[src/hdl/u2u_pkg.sv]
`timescale 1ns / 1ps
// Shared types, constants and helper functions for the UTF-8 to UTF-16 decoder.
// No dependencies; every other file of the decoder imports this package.
package u2u_pkg;

    // Field widths of the stream channels.
    localparam int BYTE_W      = 8;
    localparam int CODE_W      = 21;
    localparam int M_TDATA_W   = 24;
    localparam int FIFO_DEPTH_DEFAULT = 4;

    // Lead byte patterns, as prefix masks and prefix values.
    localparam logic [7:0] LEAD4_MASK = 8'hF8;
    localparam logic [7:0] LEAD4_VAL  = 8'hF0;
    localparam logic [7:0] LEAD3_MASK = 8'hF0;
    localparam logic [7:0] LEAD3_VAL  = 8'hE0;
    localparam logic [7:0] LEAD2_MASK = 8'hE0;
    localparam logic [7:0] LEAD2_VAL  = 8'hC0;

    // Fixed upper bits of the two surrogate halves (0xD800 and 0xDC00).
    localparam logic [4:0] SURR_HI_TAG = 5'b11011;
    localparam logic [5:0] SURR_LO_TAG = 6'b110111;

    // Class of a byte seen outside a multibyte sequence.
    typedef enum logic [1:0] {
        CLS_SINGLE,
        CLS_LEAD2,
        CLS_LEAD3,
        CLS_LEAD4
    } byte_class_t;

    // One decoded value on its way from the front end to the output stage.
    typedef struct packed {
        logic              pair;   // emit as a high and a low surrogate
        logic [CODE_W-1:0] value;  // code point or passed-through byte
    } entry_t;

    // Sort a byte outside a sequence into lead kinds or a plain byte.
    function automatic byte_class_t classify(input logic [7:0] b);
        byte_class_t cls;
        cls = CLS_SINGLE;
        if ((b & LEAD4_MASK) == LEAD4_VAL) begin
            cls = CLS_LEAD4;
        end else if ((b & LEAD3_MASK) == LEAD3_VAL) begin
            cls = CLS_LEAD3;
        end else if ((b & LEAD2_MASK) == LEAD2_VAL) begin
            cls = CLS_LEAD2;
        end
        return cls;
    endfunction

    // High surrogate: plane minus one in bits 10:6, value bits 15:10 below.
    function automatic logic [CODE_W-1:0] surr_hi(input logic [CODE_W-1:0] v);
        logic [4:0] plane_m1;
        plane_m1 = v[20:16] - 5'd1;
        return {5'd0, SURR_HI_TAG, plane_m1, v[15:10]};
    endfunction

    // Low surrogate: the ten lowest value bits.
    function automatic logic [CODE_W-1:0] surr_lo(input logic [CODE_W-1:0] v);
        return {5'd0, SURR_LO_TAG, v[9:0]};
    endfunction

endpackage

[src/hdl/utf8_to_utf16_decoder.sv]
`timescale 1ns / 1ps
// Top level of the UTF-8 to UTF-16 decoder: mode register, front end, queue
// and output stage. Depends on u2u_pkg, u2u_front, u2u_fifo and u2u_back.
//
//  Channel  Direction  Handshake            Payload
//  s_       in         s_tvalid / s_tready  s_tdata[7:0] in_byte
//  m_       out        m_tvalid / m_tready  m_tdata[20:0] code_unit, m_tlast last_of_run
//  cfg_     in         cfg_wr_en            cfg_wr_data sixteen_bit_units
//
// One byte is accepted per cycle while the queue has room. A result passes
// through the queue and then the output register before it shows on m_tvalid.
// A surrogate pair occupies the output register one half after the other.
// A pair needs four input bytes, so the output stage keeps up with one byte per
// cycle whenever m_tready stays high.
// The queue holds FIFO_DEPTH entries, letting input and output stall independently.
// Reset (synchronous, active low) clears the open sequence, the queue and the
// output register, and sets sixteen_bit_units to 1.
module utf8_to_utf16_decoder #(
    parameter int FIFO_DEPTH = u2u_pkg::FIFO_DEPTH_DEFAULT
) (
    input  logic                          aclk,
    input  logic                          aresetn,
    input  logic                          cfg_wr_en,
    input  logic                          cfg_wr_data,  // sixteen_bit_units
    input  logic                          s_tvalid,
    output logic                          s_tready,
    input  logic [u2u_pkg::BYTE_W-1:0]    s_tdata,      // [7:0] in_byte
    output logic                          m_tvalid,
    input  logic                          m_tready,
    output logic [u2u_pkg::M_TDATA_W-1:0] m_tdata,      // [20:0] code_unit, [23:21] zero
    output logic                          m_tlast       // last_of_run
);
    import u2u_pkg::*;

    logic   sixteen_bit_units_reg;
    logic   q_full, q_push, q_pop, q_not_empty;
    entry_t push_entry, head_entry;

    // Mode register.
    always_ff @(posedge aclk) begin
        if (!aresetn) begin
            sixteen_bit_units_reg <= 1'b1;
        end else if (cfg_wr_en) begin
            sixteen_bit_units_reg <= cfg_wr_data;
        end
    end

    u2u_front u_front (
        .aclk              (aclk),
        .aresetn           (aresetn),
        .sixteen_bit_units (sixteen_bit_units_reg),
        .s_tvalid          (s_tvalid),
        .s_tready          (s_tready),
        .s_tdata           (s_tdata),
        .q_full            (q_full),
        .q_push            (q_push),
        .q_entry           (push_entry)
    );

    u2u_fifo #(
        .DEPTH (FIFO_DEPTH)
    ) u_fifo (
        .aclk       (aclk),
        .aresetn    (aresetn),
        .push       (q_push),
        .push_entry (push_entry),
        .full       (q_full),
        .pop        (q_pop),
        .not_empty  (q_not_empty),
        .head_entry (head_entry)
    );

    u2u_back u_back (
        .aclk        (aclk),
        .aresetn     (aresetn),
        .q_not_empty (q_not_empty),
        .q_entry     (head_entry),
        .q_pop       (q_pop),
        .m_tvalid    (m_tvalid),
        .m_tready    (m_tready),
        .m_tdata     (m_tdata),
        .m_tlast     (m_tlast)
    );

endmodule

[src/hdl/u2u_front.sv]
`timescale 1ns / 1ps
// Front end: accepts UTF-8 bytes, tracks the open sequence and pushes
// finished values into the queue. Depends on u2u_pkg.
module u2u_front (
    input  logic                        aclk,
    input  logic                        aresetn,
    input  logic                        sixteen_bit_units,
    input  logic                        s_tvalid,
    output logic                        s_tready,
    input  logic [u2u_pkg::BYTE_W-1:0]  s_tdata,
    input  logic                        q_full,
    output logic                        q_push,
    output u2u_pkg::entry_t             q_entry
);
    import u2u_pkg::*;

    logic [1:0]        pending_count_reg, pending_count_next;
    logic [CODE_W-1:0] partial_value_reg, partial_value_next;
    logic              accept;
    logic [CODE_W-1:0] merged;

    assign s_tready = !q_full;
    assign accept   = s_tvalid && s_tready;
    assign merged   = {partial_value_reg[CODE_W-7:0], s_tdata[5:0]};

    // Sequence tracking and queue push for each accepted byte.
    always_comb begin
        pending_count_next = pending_count_reg;
        partial_value_next = partial_value_reg;
        q_push             = 1'b0;
        q_entry.pair       = 1'b0;
        q_entry.value      = {{(CODE_W-BYTE_W){1'b0}}, s_tdata};
        if (accept) begin
            if (pending_count_reg == 2'd0) begin
                unique case (classify(s_tdata))
                    CLS_LEAD4: begin
                        pending_count_next = 2'd3;
                        partial_value_next = {{(CODE_W-3){1'b0}}, s_tdata[2:0]};
                    end
                    CLS_LEAD3: begin
                        pending_count_next = 2'd2;
                        partial_value_next = {{(CODE_W-4){1'b0}}, s_tdata[3:0]};
                    end
                    CLS_LEAD2: begin
                        pending_count_next = 2'd1;
                        partial_value_next = {{(CODE_W-5){1'b0}}, s_tdata[4:0]};
                    end
                    default: begin
                        // Plain or stray byte outside a sequence passes through.
                        partial_value_next = '0;
                        q_push             = 1'b1;
                    end
                endcase
            end else begin
                pending_count_next = pending_count_reg - 2'd1;
                if (pending_count_reg == 2'd1) begin
                    // Last continuation byte: the code point is complete.
                    partial_value_next = '0;
                    q_push             = 1'b1;
                    q_entry.value      = merged;
                    q_entry.pair       = sixteen_bit_units && (merged[20:16] != 5'd0);
                end else begin
                    partial_value_next = merged;
                end
            end
        end
    end

    // Sequence state registers.
    always_ff @(posedge aclk) begin
        if (!aresetn) begin
            pending_count_reg <= 2'd0;
            partial_value_reg <= '0;
        end else begin
            pending_count_reg <= pending_count_next;
            partial_value_reg <= partial_value_next;
        end
    end

endmodule

[src/hdl/u2u_fifo.sv]
`timescale 1ns / 1ps
// Short queue of decoded entries between the front end and the output stage.
// Depends on u2u_pkg for the entry type.
module u2u_fifo #(
    parameter int DEPTH = u2u_pkg::FIFO_DEPTH_DEFAULT
) (
    input  logic            aclk,
    input  logic            aresetn,
    input  logic            push,
    input  u2u_pkg::entry_t push_entry,
    output logic            full,
    input  logic            pop,
    output logic            not_empty,
    output u2u_pkg::entry_t head_entry
);
    import u2u_pkg::*;

    localparam int AW = (DEPTH > 1) ? $clog2(DEPTH) : 1;
    localparam int CW = $clog2(DEPTH + 1);

    entry_t          slots_reg [DEPTH];
    logic [AW-1:0]   wr_ptr_reg, wr_ptr_next;
    logic [AW-1:0]   rd_ptr_reg, rd_ptr_next;
    logic [CW-1:0]   count_reg, count_next;
    logic            do_push, do_pop;

    assign full       = (count_reg == CW'(DEPTH));
    assign not_empty  = (count_reg != '0);
    assign head_entry = slots_reg[rd_ptr_reg];
    assign do_push    = push && !full;
    assign do_pop     = pop && not_empty;

    // Pointer and fill count update.
    always_comb begin
        wr_ptr_next = wr_ptr_reg;
        rd_ptr_next = rd_ptr_reg;
        count_next  = count_reg;
        if (do_push) begin
            wr_ptr_next = (wr_ptr_reg == AW'(DEPTH - 1)) ? '0 : wr_ptr_reg + 1'b1;
        end
        if (do_pop) begin
            rd_ptr_next = (rd_ptr_reg == AW'(DEPTH - 1)) ? '0 : rd_ptr_reg + 1'b1;
        end
        if (do_push && !do_pop) begin
            count_next = count_reg + 1'b1;
        end else if (do_pop && !do_push) begin
            count_next = count_reg - 1'b1;
        end
    end

    always_ff @(posedge aclk) begin
        if (!aresetn) begin
            wr_ptr_reg <= '0;
            rd_ptr_reg <= '0;
            count_reg  <= '0;
        end else begin
            wr_ptr_reg <= wr_ptr_next;
            rd_ptr_reg <= rd_ptr_next;
            count_reg  <= count_next;
        end
    end

    // Entry storage.
    always_ff @(posedge aclk) begin
        if (do_push) begin
            slots_reg[wr_ptr_reg] <= push_entry;
        end
    end

endmodule

[src/hdl/u2u_back.sv]
`timescale 1ns / 1ps
// Output stage: pops queued entries and emits one code unit or a surrogate
// pair through an output register. Depends on u2u_pkg.
module u2u_back (
    input  logic                          aclk,
    input  logic                          aresetn,
    input  logic                          q_not_empty,
    input  u2u_pkg::entry_t               q_entry,
    output logic                          q_pop,
    output logic                          m_tvalid,
    input  logic                          m_tready,
    output logic [u2u_pkg::M_TDATA_W-1:0] m_tdata,   // [20:0] code_unit, rest zero
    output logic                          m_tlast    // last_of_run
);
    import u2u_pkg::*;

    logic              out_valid_reg, out_valid_next;
    logic [CODE_W-1:0] out_unit_reg, out_unit_next;
    logic              out_last_reg, out_last_next;
    logic              lo_pending_reg, lo_pending_next;
    logic [CODE_W-1:0] lo_unit_reg, lo_unit_next;
    logic              load;

    // The output register takes a new unit when empty or when its transfer completes.
    assign load = !out_valid_reg || m_tready;

    always_comb begin
        out_valid_next  = out_valid_reg;
        out_unit_next   = out_unit_reg;
        out_last_next   = out_last_reg;
        lo_pending_next = lo_pending_reg;
        lo_unit_next    = lo_unit_reg;
        q_pop           = 1'b0;
        if (load) begin
            if (lo_pending_reg) begin
                // Second half of a surrogate pair.
                out_valid_next  = 1'b1;
                out_unit_next   = lo_unit_reg;
                out_last_next   = 1'b1;
                lo_pending_next = 1'b0;
            end else if (q_not_empty) begin
                q_pop          = 1'b1;
                out_valid_next = 1'b1;
                if (q_entry.pair) begin
                    out_unit_next   = surr_hi(q_entry.value);
                    out_last_next   = 1'b0;
                    lo_pending_next = 1'b1;
                    lo_unit_next    = surr_lo(q_entry.value);
                end else begin
                    out_unit_next = q_entry.value;
                    out_last_next = 1'b1;
                end
            end else begin
                out_valid_next = 1'b0;
            end
        end
    end

    always_ff @(posedge aclk) begin
        if (!aresetn) begin
            out_valid_reg  <= 1'b0;
            lo_pending_reg <= 1'b0;
        end else begin
            out_valid_reg  <= out_valid_next;
            lo_pending_reg <= lo_pending_next;
        end
    end

    // Payload registers.
    always_ff @(posedge aclk) begin
        out_unit_reg <= out_unit_next;
        out_last_reg <= out_last_next;
        lo_unit_reg  <= lo_unit_next;
    end

    assign m_tvalid = out_valid_reg;
    assign m_tdata  = {{(M_TDATA_W-CODE_W){1'b0}}, out_unit_reg};
    assign m_tlast  = out_last_reg;

endmodule

[config.mk]
export PLATFORM = sky130hd
export DESIGN_NAME = utf8_to_utf16_decoder
export DESIGN_NICKNAME = d
export VERILOG_FILES = /design/src/hdl/u2u_pkg.sv /design/src/hdl/utf8_to_utf16_decoder.sv /design/src/hdl/u2u_front.sv /design/src/hdl/u2u_fifo.sv /design/src/hdl/u2u_back.sv
export SDC_FILE = /design/constraint.sdc
export NUM_CORES = 1
export LEC_CHECK = 0
export BUFFER_PORTS_ARGS = -buffer_cell sky130_fd_sc_hd__buf_2
export CAP_MARGIN = 25
export CORE_MARGIN = 3
export CORE_UTILIZATION = 60
export CTS_BUF_LIST = sky130_fd_sc_hd__clkbuf_16
export CTS_CLUSTER_SIZE = 25
export DETAILED_ROUTE_END_ITERATION = 10
export HOLD_SLACK_MARGIN = 0.02
export PLACE_DENSITY = 0.9
export SYNTH_ARGS = -nofsm -noshare
export SYNTH_HDL_FRONTEND = slang
export SYNTH_SLANG_ARGS = --single-unit
[constraint.sdc]
create_clock -name aclk -period 3.3 [get_ports aclk]
set_clock_uncertainty 0.15 [all_clocks]
set_input_delay 0.66 -clock aclk [delete_from_list [all_inputs] [get_ports aclk]]
set_output_delay 0.66 -clock aclk [all_outputs]
set_load 0.05 [all_outputs]
======== Word level (Yosys, flattened, before mapping) ========
Memory sizes are Yosys's and may differ from the RTL's. A register that Yosys moved wholly into a read port is not among the register bits.
Index checks and enable logic that the tools add are counted.
storage, ports and cells
  memory bits (writable) .................. 88
  memories ................................ 1
  register bits after elaboration ......... 59
cells by class
  eq/ne operators ......................... 11
  reductions and logical operators ........ 20
  add/sub/neg operators ................... 6
  multiplexer cells ....................... 37
  bitwise gates (word level) .............. 1
memories
  memory            words  bits a word  read ports  clocked after memory_dff  write ports  line            RTL
  u_fifo.slots_reg  4      22           1           1                         1            u2u_fifo.sv:21  entry_t slots_reg [DEPTH];
operators by type and width
  cell                   count
  $mux W22               3
  $mux W21               2
  $mux W15               2
  $mux W2                9
  $mux W1                16
  $pmux W5 S3            1
  $mux W10               1
  $eq A2 B2 Y1 const B   4
  $eq A3 B3 Y1 const B   2
  $logic_and A1 B1 Y1    6
  $mux W3                2
  $pmux W2 S3            1
  $eq A5 B5 Y1 const B   1
  $reduce_bool A5 Y1     1
  $sub A5 B1 Y5 const B  1
  $add A2 B1 Y2 const B  2
  $eq A2 B1 Y1 const B   2
  $eq A4 B4 Y1 const B   1
  $logic_not A1 Y1       4
  $ne A4 B4 Y1 const B   1
  $reduce_and A2 Y1      2
  $reduce_and A4 Y1      1
  $reduce_bool A2 Y1     2
  $add A3 B1 Y3 const B  1
  7 further kinds        7

======== Longest topological paths before layout ========
Gate-level depths: netlist of run 1.
  word-level depth ........................ 16
  depth in mapped cells ................... 9
  mapped depth without buffers ............ 9

======== Modules after synthesis ========
A second synthesis of run 1 with hierarchy kept.
second synthesis, totals
  cell total of the unflattened synthesis .. 393
  area, all modules ....................... 6100.9 µm²
by module, submodules not included
  module                 cells an instance  instances  area each (µm²)
  u2u_fifo               165                1          3657.3
  u2u_back               106                1          1443.9
  u2u_front              119                1          965.9
  utf8_to_utf16_decoder  3                  1          33.8

======== Least setup slack after synthesis of run 1 ========
No wires, ideal clock.
  path type ............................... input to register
  start point ............................. in s_tvalid
  end point ............................... reg u_fifo.count_reg[2]
  cell stages on the path ................. 9
  data arrival time ....................... 2397 ps
  buffers on the path ..................... 0
  setup time .............................. 70 ps
  setup slack ............................. 683 ps
  data required time ...................... 3080 ps
  cell sequence ........................... inv_1 nor3_1 and2_1 ha_1 inv_1 fa_1 xor2_1 or3_1 a21oi_1
on the way
  cells in the longest elaborated chain, start to end .. 6
  elaborated cells between the ends (all ways) .. 8
  classes of those cells .................. mux: 2; reduce/logical: 6
RTL lines
  what                          line                         RTL
  start, declared               utf8_to_utf16_decoder.sv:25  input logic s_tvalid,
  $logic_and A1 B1 Y1 (*)       u2u_front.sv:23              assign accept = s_tvalid && s_tready;
  $mux W1 (*)                   u2u_front.sv:33              if (accept) begin
  $logic_and A1 B1 Y1 (*)       u2u_fifo.sv:30               assign do_push = push && !full;
  named net u_fifo.do_push      u2u_fifo.sv:25               logic do_push, do_pop;
  $logic_not A1 Y1              u2u_fifo.sv:46               end else if (do_pop && !do_push) begin
  $logic_and A1 B1 Y1           u2u_fifo.sv:46
  $reduce_bool A2 Y1 (no line)  n/a
  end signal, assigned          u2u_fifo.sv:59               count_reg <= count_next;
  end, declared                 u2u_fifo.sv:24               logic [CW-1:0] count_reg, count_next;
The timed path passes the listed nets; every way through them passes the cells marked *.
A chain may end at the register's enable or synchronous reset.

======== Final worst setup path of run 1 ========
  start point ............................. reg u_front.pending_count_reg[1]
  end point ............................... reg u_fifo.count_reg[2]
on the way
  cells in the longest elaborated chain, start to end .. 8
  elaborated cells between the ends (all ways) .. 11
  classes of those cells .................. eq/ne: 1; mux: 4; reduce/logical: 6
RTL lines
  what                          line             RTL
  start, declared               u2u_front.sv:17  logic [1:0] pending_count_reg, pending_count_next;
  start signal, assigned        u2u_front.sv:75  pending_count_reg <= pending_count_next;
  $eq A2 B1 Y1                  u2u_front.sv:56  if (pending_count_reg == 2'd1) begin
  $mux W1                       u2u_front.sv:56
  $mux W1 (*)                   u2u_front.sv:34  if (pending_count_reg == 2'd0) begin
  $mux W1 (*)                   u2u_front.sv:33
  $logic_and A1 B1 Y1 (*)       u2u_fifo.sv:30
  named net u_fifo.do_push      u2u_fifo.sv:25
  $logic_not A1 Y1              u2u_fifo.sv:46
  $logic_and A1 B1 Y1           u2u_fifo.sv:46
  $reduce_bool A2 Y1 (no line)  n/a
Marked as above.

==> Implementation_results.wiki, run 1 <==
{| class="wikitable"
! Metric !! Value
|-
| Grt total ovfl || 0
|-
| Yosys reg bits || 149
|-
| Max Slew Vio Count || 0
|-
| Mapped Cells || 376
|-
| Depth of the CTS H-tree || 4
|-
| Floorplan die width || 105 um
|-
| Post-synthesis compound-gate area fraction || 0.0432
|-
| Tot GR Track Use || 0.213
|-
| DRC violation count after routing || 0
|-
| Routing layer with the top usage in global route || met2
|-
| Count of yosys warnings during synthesis || 0
|-
| Status || completed
|-
| Iteration-0 DRC count of the detailed router || 298
|-
| Worst hold margin || 0.290 ns
|-
| Clock latency at the later pin of the worst-skew pair || 0.41 ns
|-
| Distinct cells, synth || 41
|-
| Net count reported at finish || 448
|-
| Synth area leader || sky130_fd_sc_hd__edfxtp_1
|-
| Period Utilization, post-route || 0.808
|-
| Buffers & Inverters on Critical Path || 1
|-
| Synth Flop Type || sky130_fd_sc_hd__edfxtp_1
|-
| Lkg Pwr || 0.00260 uW
|-
| Antenna-violating nets left || 0
|-
| Number of I/O port buffers || 37
|-
| Count of standard-cell rows || 35
|-
| Kind of cell with the highest combined delay on the critical path || simple AND/OR/NAND/NOR gates
|-
| Worst vdd ir || 0.543 mV
|-
| Total setup violations reported at the end of the flow || 0
|-
| Core region area || 9420 sq um
|-
| WL/cell || 19.6 um
|-
| Data arrival time of the worst path || 2.85 ns
|-
| Critical path launch point type || flop
|-
| FFs w/ async S/R, synth || 0
|-
| Worst Setup End Kind || flop
|-
| Y dimension of the die || 105 um
|-
| Achievable frequency || 375 MHz
|-
| Met2 GRT Util || 0.343
|-
| Largest stage delay on the critical path || 0.49 ns
|-
| Count of flip-flops with a built-in enable after synthesis || 120
|-
| Final cell count without fillers || 568
|-
| Number of hold violations in the final report || 0
|-
| Global Route met3 Usage || 0.0588
|-
| RePlAce Congestion || 0.850
|-
| Global-route wire length before repair || 17.7 mm
|-
| Unrepaired setup endpoints after global routing || no
|-
| Synthesized area || 5930 sq um
|-
| Area of the die || 11100 sq um
|-
| Worst-Margin Slew || 0.733 ns
|-
| Maximum fanout along the worst path || 16
|-
| Total placed cells including tap cells || 536
|-
| Clock transition at the register clock pins on the worst setup and hold paths after CTS || 0.06 ns
|-
| Adder-cell share of the synthesized area || 0.0181
|-
| Signed area change from the synthesized netlist to the final layout || 15.5%
|-
| Top area cells in the synthesized netlist || sky130_fd_sc_hd__edfxtp_1 61%, sky130_fd_sc_hd__dfxtp_1 9.8%, sky130_fd_sc_hd__mux4_2 5.7%
|-
| Xor and xnor area share after synthesis || 0.00591
|-
| Initial standard-cell utilization of the core || 0.630
|-
| I/O pin cnt || 41
|-
| Antenna violations before repair || 0
|-
| Final design area excluding fillers || 6850 sq um
|-
| Wirelength, routed || 11.1 mm
|-
| Largest net degree at the start of global routing || 32
|-
| Final worst path period need || 2.67 ns
|-
| Flip-flop count of the largest register, all copies and words added || 88
|-
| Layout cells sized above 1 || 0.221
|-
| Chain of cells forming the critical path || nor3_1, and2_1, ha_1, inv_1, fa_1, xor2_1, or3_1, a21oi_1
|-
| Slowest cell on the critical path || sky130_fd_sc_hd__dfxtp_1
|-
| Met1 usage in global routing || 0.272
|-
| Proportion of synthesized chip area in sequential cells || 0.705
|-
| Vias per Instance || 5.93
|-
| Main combinational cell family by area after synthesis || multiplexers
|-
| Total Negative Setup Slacks || 0 ns
|-
| Total of max-cap violations || 0
|-
| Slew headroom || 0.511
|-
| Final cell utilization of the core || 0.728
|-
| Overall via count from detail_route || 3369
|-
| Hold bufs inserted after CTS || 0
|-
| Power per cell area || 912 nW/um^2
|-
| TritonCTS clock tree || built
|-
| Clk buf depth || 2
|-
| HPWL reported at the end of detailed placement || 6.99 mm
|-
| Total setup buffers inserted after CTS || 0
|-
| Number of inserted diodes || 0
|-
| Class of the most critical hold timing path || primary input to flop
|-
| Simple logic cell fraction of the synthesized area || 0.0833
|-
| Post-Syn Area per Cell || 15.8 sq um
|-
| Kind of critical path || flop to flop
|-
| Fraction of post-synthesis cell area in the top cell type by area || 0.608
|-
| Vias in the first global route || 3429
|-
| Cts bufs inserted || 17
|-
| Number of detailed-route iterations in the first pass || 4
|-
| # resized after CTS || 0
|-
| Data required time of the worst path || 3.48 ns
|-
| Area after detailed placement || 6280 sq um
|-
| Count of clock tree sinks || 149
|-
| Buffer cell driving the clock tree root || sky130_fd_sc_hd__clkbuf_16
|-
| Portion of netlist area occupied by mux cells || 0.119
|}
Yosys cell counts, types with 2 or more instances:
library cell	count
sky130_fd_sc_hd__a21o_1	3
sky130_fd_sc_hd__buf_1	3
sky130_fd_sc_hd__or3_1	6
sky130_fd_sc_hd__nand3_1	12
sky130_fd_sc_hd__o211ai_1	2
sky130_fd_sc_hd__nor2b_1	2
sky130_fd_sc_hd__clkbuf_1	12
sky130_fd_sc_hd__ha_1	7
sky130_fd_sc_hd__nand2b_1	2
sky130_fd_sc_hd__buf_4	3
sky130_fd_sc_hd__mux4_2	15
sky130_fd_sc_hd__inv_1	11
sky130_fd_sc_hd__nand2_1	26
sky130_fd_sc_hd__and3_1	17
sky130_fd_sc_hd__xor2_1	4
sky130_fd_sc_hd__dfxtp_1	29
sky130_fd_sc_hd__and2_1	7
sky130_fd_sc_hd__nor3_1	10
sky130_fd_sc_hd__mux2i_1	16
sky130_fd_sc_hd__nor3b_1	2
sky130_fd_sc_hd__a21oi_1	18
sky130_fd_sc_hd__mux2_2	2
sky130_fd_sc_hd__nor2_1	12
sky130_fd_sc_hd__buf_2	2
sky130_fd_sc_hd__o21ai_0	12
sky130_fd_sc_hd__edfxtp_1	120
sky130_fd_sc_hd__mux4_1	7
path summary, 6_finish.rpt:
check	end	from	cells after the start	slack, ns
worst min-delay path	sixteen_bit_units_reg	aresetn	2	0.29
worst min register to register	u_front.partial_value_reg[11]	u_front.partial_value_reg[11]	2	0.32
worst max register to register	u_fifo.count_reg[2]	u_front.pending_count_reg[1]	8	0.63
worst max-delay path	u_fifo.count_reg[2]	u_front.pending_count_reg[1]	8	0.63
layout by cell type, fill, tap and decap left out, types with 10 or more instances in the layout:
cell                        instances
sky130_fd_sc_hd__nand2_1           26
sky130_fd_sc_hd__and3_1            17
sky130_fd_sc_hd__inv_1             13
sky130_fd_sc_hd__dfxtp_1           29
sky130_fd_sc_hd__buf_2             37
sky130_fd_sc_hd__mux4_2            15
sky130_fd_sc_hd__mux2i_1           16
sky130_fd_sc_hd__o21ai_0           12
sky130_fd_sc_hd__nand3_1           12
sky130_fd_sc_hd__edfxtp_1         120
sky130_fd_sc_hd__nor2_1            11
sky130_fd_sc_hd__a21oi_1           18
sky130_fd_sc_hd__nor3_1            10
sky130_fd_sc_hd__clkbuf_16         17
sky130_fd_sc_hd__buf_4             13
worst reg2reg max path: cells and delay by family (launching register included):
family          cells  cell delay, ns
fa+ha+maj           2            0.61
simple gates        3            0.97
buf+inv             1            0.06
xor+xnor            1            0.17
compound gates      1            0.13
flops               1            0.49
final cells by class:
type | count | area (sq um)
Multi-Input combinational cell | 196 | 1610
Inverter | 12 | 45.0
Tap cell | 129 | 161
Clock buffer | 17 | 425
Clock inverter | 15 | 141
Fill cell | 556 | 2560
Sequential cell | 149 | 4180
Timing Repair Buffer | 50 | 283
routing by layer:
| layer | vias to the layer above | wire length (um) |
|---|---|---|
| met4 | 0 | 192 |
| li1 | 1537 | - |
| met1 | 1681 | 4550 |
| met3 | 15 | 752 |
| met2 | 136 | 5630 |
| met5 | - | 0 |
logic make-up (layout without fill, tap and decap cells):
kind of cell,Yosys count,after routing
AND/OR/NAND/NOR,98,98
flip-flops,149,149
XOR/XNOR,4,4
adder cells (fa/ha/maj),8,8
other,1,3
multiplexers,40,40
buffers and inverters,33,94
AO/OA/AOI/OAI,43,43
where the power goes:
group	internal [uW]	switching (uW)	leakage [uW]
combinational	579	1250	0.000895
sequential	2470	135	0.00142
clock	1100	724	0.000283
total	4150	2110	0.00260
per-stage QoR:
stage	setup slack (ns)	power [uW]
final	0.633	6250
after global routing	0.526	6520
after CTS	0.645	6280
after detailed placement	0.284	4450
after global placement	0.428	4380
after floorplan	0.683	4000
Power figures use the tool's default switching activity.
==> run 2, diff against run 1 <==
--- a/config.mk
+++ b/config.mk
@@ -8,12 +8,12 @@
 export BUFFER_PORTS_ARGS = -buffer_cell sky130_fd_sc_hd__buf_2
 export CAP_MARGIN = 25
 export CORE_MARGIN = 3
-export CORE_UTILIZATION = 60
+export CORE_UTILIZATION = 54
 export CTS_BUF_LIST = sky130_fd_sc_hd__clkbuf_16
 export CTS_CLUSTER_SIZE = 25
 export DETAILED_ROUTE_END_ITERATION = 10
 export HOLD_SLACK_MARGIN = 0.02
-export PLACE_DENSITY = 0.9
+export PLACE_DENSITY = 0.86
 export SYNTH_ARGS = -nofsm -noshare
 export SYNTH_HDL_FRONTEND = slang
 export SYNTH_SLANG_ARGS = --single-unit
==> constraint.sdc (replaced) <==
create_clock -name aclk -period 2.42 [get_ports aclk]
set_clock_uncertainty 0.15 [all_clocks]
set_input_delay 0.484 -clock aclk [delete_from_list [all_inputs] [get_ports aclk]]
set_output_delay 0.484 -clock aclk [all_outputs]
set_load 0.05 [all_outputs]
==> run 2 against run 1 <==
Compared with the run above: register-to-register slack lost 0.53 ns; die area is 10% higher; non-clock buffer count up 15; fmax up 15%.
==> Implementation_results.wiki, run 2 (synthesis gave the netlist of run 1 again) <==
{| class="wikitable"
! Metric !! Value
|-
| Status || completed
|-
| Count of clock tree sinks || 149
|-
| I/O pin cnt || 41
|-
| Most used cells in the layout excluding fill and tap cells || 120 x sky130_fd_sc_hd__edfxtp_1, 37 x sky130_fd_sc_hd__buf_2, 26 x sky130_fd_sc_hd__nand2_1, 25 x sky130_fd_sc_hd__dfxtp_1, 25 x sky130_fd_sc_hd__buf_4
|-
| Floorplan die width || 111 um
|-
| Signed area change from the synthesized netlist to the final layout || 18.3%
|-
| Vias per Instance || 5.75
|-
| Area of the multi-input gates || 1610 sq um
|-
| Overall via count from detail_route || 3390
|-
| Total setup violations reported at the end of the flow || 0
|-
| Core region area || 10500 sq um
|-
| Largest net degree at the start of global routing || 31
|-
| Net count reported at finish || 463
|-
| Area of the die || 12300 sq um
|-
| Area of all sequential standard cells || 4190 sq um
|-
| Fillcell total || 672
|-
| Final worst path period need || 2.32 ns
|-
| Total of max-cap violations || 0
|-
| Leading cell type in the layout, fill and taps excluded || sky130_fd_sc_hd__edfxtp_1
|-
| Maximum fanout along the worst path || 4
|-
| Lkg Pwr || 0.00269 uW
|-
| Total setup buffers inserted after CTS || 0
|-
| HPWL reported at the end of detailed placement || 7.02 mm
|-
| Length of routed met3 wiring || 759 um
|-
| Antenna violations before repair || 0
|-
| R2R setup slack || 0.10 ns
|-
| Total placed cells including tap cells || 557
|-
| Period Utilization, post-route || 0.957
|-
| Number of hold violations in the final report || 0
|-
| Count of standard-cell rows || 37
|-
| Top routing layer used || met4
|-
| Data required time of the worst path || 2.44 ns
|-
| RePlAce Congestion || 0.840
|-
| Worst hold margin || 0.0982 ns
|-
| Initial standard-cell utilization of the core || 0.564
|-
| Buffer cell driving the clock tree root || sky130_fd_sc_hd__clkbuf_16
|-
| Length in cells of the worst reg-to-reg path || 6
|-
| Worst Setup End Kind || flop
|-
| Clk buf depth || 2
|-
| Layout cells sized above 1 || 0.251
|-
| Number of inserted diodes || 0
|-
| Flip-flop count of the largest register, all copies and words added || 88
|-
| Unrepaired setup endpoints after global routing || no
|-
| Global-route wire length before repair || 18.2 mm
|-
| Power per cell area || 1230 nW/um^2
|-
| Achievable frequency || 432 MHz
|-
| Number of I/O port buffers || 37
|-
| WL/cell || 18.7 um
|-
| Kind of critical path || flop to flop
|-
| Data arrival time of the worst path || 2.34 ns
|-
| TritonCTS clock tree || built
|-
| Cts bufs inserted || 17
|-
| Y dimension of the die || 111 um
|-
| Vias in the first global route || 3328
|-
| Depth of the CTS H-tree || 4
|-
| Class of the most critical hold timing path || primary input to flop
|-
| Grt total ovfl || 0
|-
| Worst R2R End || u_back.out_unit_reg[10]
|-
| Max Slew Vio Count || 0
|-
| DRC violation count after routing || 0
|-
| Antenna-violating nets left || 0
|-
| Crit path to || u_back.out_unit_reg[10]
|-
| Slew headroom || 0.654
|-
| Final cell count without fillers || 590
|-
| Number of detailed-route iterations in the first pass || 5
|-
| Critical path launch point type || flop
|-
| Wirelength, routed || 11.1 mm
|-
| WL met2 || 5.57 mm
|-
| Worst-Margin Slew || 0.519 ns
|-
| Clock transition at the register clock pins on the worst setup and hold paths after CTS || 0.06 ns
|-
| Tot GR Track Use || 0.195
|-
| Hold bufs inserted after CTS || 0
|-
| Worst vdd ir || 0.779 mV
|-
| Wire length the detailed router placed on met1 || 4.48 mm
|-
| Final cell utilization of the core || 0.667
|-
| Clock latency at the later pin of the worst-skew pair || 0.42 ns
|-
| Iteration-0 DRC count of the detailed router || 240
|}
[run 2: cell types whose count changed in the layout (fill, tap and decap cells not counted), moves of 2 or more]
| cell | change |
|---|---|
| sky130_fd_sc_hd__buf_4 | +12 |
| sky130_fd_sc_hd__bufinv_16 | -2 |
| sky130_fd_sc_hd__clkbuf_16 | +4 |
| sky130_fd_sc_hd__clkinv_1 | +4 |
| sky130_fd_sc_hd__clkinv_2 | -2 |
| sky130_fd_sc_hd__clkinv_4 | -2 |
| sky130_fd_sc_hd__dfxtp_1 | -4 |
| sky130_fd_sc_hd__dfxtp_2 | +4 |
[run 2: worst min path at each step]
stage	start	to	slack, ns	depth (start not counted)
detailed placement	u_front.partial_value_reg[9]	u_front.partial_value_reg[9]	0.30	2
floorplan	u_front.partial_value_reg[9]	u_front.partial_value_reg[9]	0.28	2
CTS	aresetn	sixteen_bit_units_reg	0.08	2
finish	aresetn	sixteen_bit_units_reg	0.1	2
global placement	u_front.partial_value_reg[9]	u_front.partial_value_reg[9]	0.29	2
global route	aresetn	sixteen_bit_units_reg	0.09	2
[run 2: report_power, final]
| group | switching, uW | leakage (uW) | internal [uW] |
|---|---|---|---|
| Combinational | 1740 | 0.000977 | 877 |
| Clock | 961 | 0.000289 | 1530 |
| Sequential | 161 | 0.00142 | 3370 |
[run 2: stage by stage]
| stage | area, sq um | setup WS (ns) | TNS (ns) | total power [uW] |
|---|---|---|---|---|
| 3_3_place_gp | 6420 | 0.0594 | 0 | 6040 |
| 6_report | 7010 | 0.104 | 0 | 8640 |
| 5_1_grt | 7010 | 0.0105 | 0 | 9030 |
| 2_1_floorplan | 5940 | 0.00260 | 0 | 5460 |
| 3_5_place_dp | 6420 | -0.0173 | -0.0211 | 6140 |
| 4_1_cts | 7000 | 0.0618 | 0 | 8650 |
[run 2: final cells by class]
type,count,area share
timing repair buffer,65,0.0598
inverter,12,0.00642
sequential,149,0.597
multi-input combinational,196,0.230
tap,136,0.0243
clock buffer,21,0.0749
clock inverter,11,0.00749
[run 2: timing repair]
item | in CTS | in global routing
gates resized for setup | 2 | 3
hold endpoints to repair | 0 | 0
pin swaps | 0 | 0
endpoints found under the setup margin | 2 | 2
[run 2: critical path, cell delays in order, from the launching register on]
cell	delay (ns)
sky130_fd_sc_hd__dfxtp_2	0.40
sky130_fd_sc_hd__mux4_2	0.58
sky130_fd_sc_hd__inv_1	0.11
sky130_fd_sc_hd__ha_1	0.19
sky130_fd_sc_hd__nor3b_1	0.25
sky130_fd_sc_hd__xor2_1	0.11
sky130_fd_sc_hd__a211o_1	0.30
[run 2: metal layers]
metal	vias up	GRT usage
met4	0	0.0706
met5	-	0
met1	1646	0.255
met2	146	0.311
met3	24	0.0590
li1	1574	-
==> run 3, diff against run 2 <==
--- a/config.mk
+++ b/config.mk
@@ -13,7 +13,7 @@
 export CTS_CLUSTER_SIZE = 25
 export DETAILED_ROUTE_END_ITERATION = 10
 export HOLD_SLACK_MARGIN = 0.02
-export PLACE_DENSITY = 0.86
+export PLACE_DENSITY = 0.87
 export SYNTH_ARGS = -nofsm -noshare
 export SYNTH_HDL_FRONTEND = slang
 export SYNTH_SLANG_ARGS = --single-unit
==> run 3 against run 2 <==
Compared with the run above: wire length grew 3.9%; setup slack lost 0.0081 ns; worst hold slack is essentially flat; design area grew 0.29%; highest routed layer unchanged; die area is the same; critical path depth shrank 1; flip-flop and latch count is the same; final cell count is the same; sequential power is essentially flat; via count grew 1.0%.
==> Implementation_results.wiki, run 3 (synthesis gave the netlist of run 1 again) <==
{| class="wikitable"
! Metric !! Value
|-
| Status || completed
|-
| Number of inserted diodes || 0
|-
| Total placed cells including tap cells || 557
|-
| Tot GR Track Use || 0.196
|-
| Clock latency at the later pin of the worst-skew pair || 0.41 ns
|-
| Buffers & Inverters on Critical Path || 1
|-
| Most used cells in the layout excluding fill and tap cells || 120 x sky130_fd_sc_hd__edfxtp_1, 37 x sky130_fd_sc_hd__buf_2, 27 x sky130_fd_sc_hd__buf_4, 26 x sky130_fd_sc_hd__nand2_1, 26 x sky130_fd_sc_hd__dfxtp_1
|-
| DRC violation count after routing || 0
|-
| Iteration-0 DRC count of the detailed router || 270
|-
| Antenna violations before repair || 0
|-
| Kind of critical path || flop to flop
|-
| Worst Setup End Kind || flop
|-
| Data arrival time of the worst path || 2.46 ns
|-
| Final cell count without fillers || 590
|-
| Unrepaired setup endpoints after global routing || no
|-
| Signed area change from the synthesized netlist to the final layout || 18.6%
|-
| Slowest cell on the critical path || sky130_fd_sc_hd__mux4_2
|-
| Chain of cells forming the critical path || buf_4, mux4_2, or4_1, a311oi_1, a21o_1
|-
| Largest stage delay on the critical path || 0.53 ns
|-
| Worst hold margin || 0.0983 ns
|-
| Cts bufs inserted || 17
|-
| Achievable frequency || 430 MHz
|-
| HPWL reported at the end of detailed placement || 7.20 mm
|-
| Flip-flop count of the largest register, all copies and words added || 88
|-
| Slew headroom || 0.656
|-
| Buffer cell driving the clock tree root || sky130_fd_sc_hd__clkbuf_16
|-
| Wirelength, routed || 11.5 mm
|-
| Floorplan die width || 111 um
|-
| Worst vdd ir || 0.778 mV
|-
| WL/cell || 19.5 um
|-
| Number of hold violations in the final report || 0
|-
| Vias in the first global route || 3545
|-
| Grt total ovfl || 0
|-
| Max Slew Vio Count || 0
|-
| Critical path launch point type || flop
|-
| Count of standard-cell rows || 37
|-
| Depth of the CTS H-tree || 4
|-
| Number of I/O port buffers || 37
|-
| Area of the die || 12300 sq um
|-
| Class of the most critical hold timing path || primary input to flop
|-
| Count of clock tree sinks || 149
|-
| Leading cell type in the layout, fill and taps excluded || sky130_fd_sc_hd__edfxtp_1
|-
| Total setup violations reported at the end of the flow || 0
|-
| Net count reported at finish || 463
|-
| Overall via count from detail_route || 3425
|-
| I/O pin cnt || 41
|-
| Number of detailed-route iterations in the first pass || 5
|-
| RePlAce Congestion || 0.798
|-
| Worst-Margin Slew || 0.515 ns
|-
| Clock transition at the register clock pins on the worst setup and hold paths after CTS || 0.06 ns
|-
| Final worst path period need || 2.32 ns
|-
| Global-route wire length before repair || 18.6 mm
|-
| Period Utilization, post-route || 0.960
|-
| Data required time of the worst path || 2.56 ns
|-
| Core region area || 10500 sq um
|-
| Maximum fanout along the worst path || 6
|-
| Fillcell total || 684
|-
| Power per cell area || 1260 nW/um^2
|-
| Initial standard-cell utilization of the core || 0.564
|-
| Largest net degree at the start of global routing || 31
|-
| Y dimension of the die || 111 um
|-
| Total of max-cap violations || 0
|-
| Total setup buffers inserted after CTS || 0
|-
| Vias per Instance || 5.81
|-
| Hold bufs inserted after CTS || 0
|-
| Antenna-violating nets left || 0
|-
| TritonCTS clock tree || built
|-
| Lkg Pwr || 0.00269 uW
|-
| Layout cells sized above 1 || 0.262
|-
| Origin of the worst min-delay path || aresetn
|-
| Clk buf depth || 2
|-
| Kind of cell with the highest combined delay on the critical path || multiplexers
|-
| Tot Pwr || 8840 uW
|}
[run 3: cell count changes in the layout (fill, tap and decap cells not counted), sizes merged]
cell,before,now
clkbuf,21,17
clkinvlp,1,2
inv,13,12
bufinv,0,4
[run 3: where the power goes]
part           switching, uW  total [uW]  internal [uW]  leakage, uW
Clock                    983        2690           1710     0.000298
Sequential               156        3520           3370      0.00142
Combinational           1760        2630            867     0.000974
[run 3: per-stage QoR]
| step | TNS [ns] | area, sq um | util | setup slack (ns) |
|---|---|---|---|---|
| after global placement | 0 | 6400 | 0.609 | 0.0947 |
| final | 0 | 7030 | 0.669 | 0.0963 |
| after CTS | 0 | 7020 | 0.668 | 0.0435 |
| after detailed placement | -0.00474 | 6400 | 0.609 | -0.00474 |
| after global routing | 0 | 7030 | 0.669 | 0.00388 |
| after floorplan | 0 | 5940 | - | 0.00260 |
[run 3: repair_timing]
| item | CTS | global route |
|---|---|---|
| setup endpoints to repair | 0 | 2 |
| gates resized for setup | 0 | 4 |
| endpoints found under the hold margin | 0 | 0 |
[run 3: final timing paths]
kind	end	slack, ns	depth (start not counted)
max	u_back.out_unit_reg[9]	0.1	5
min	sixteen_bit_units_reg	0.1	2
max reg2reg	u_back.out_unit_reg[9]	0.1	5
min reg2reg	u_front.partial_value_reg[11]	0.32	2
[run 3: area by class of cell]
cell class / instances / area, sq um / share of cell area
well taps: 136 / 170 / 0.0242
inverters: 12 / 45.0 / 0.00640
clock buffers: 17 / 425 / 0.0605
clock inverters: 15 / 185 / 0.0263
flip-flops and latches: 149 / 4190 / 0.595
repair buffers: 65 / 403 / 0.0573
multi-input cells: 196 / 1620 / 0.230
[run 3: metal layers]
metal	routed length, um	GRT usage	up-vias
met5	0	0	-
met4	292	0.0772	0
met3	708	0.0579	24
met2	5950	0.331	128
met1	4530	0.238	1710
li1	-	-	1563
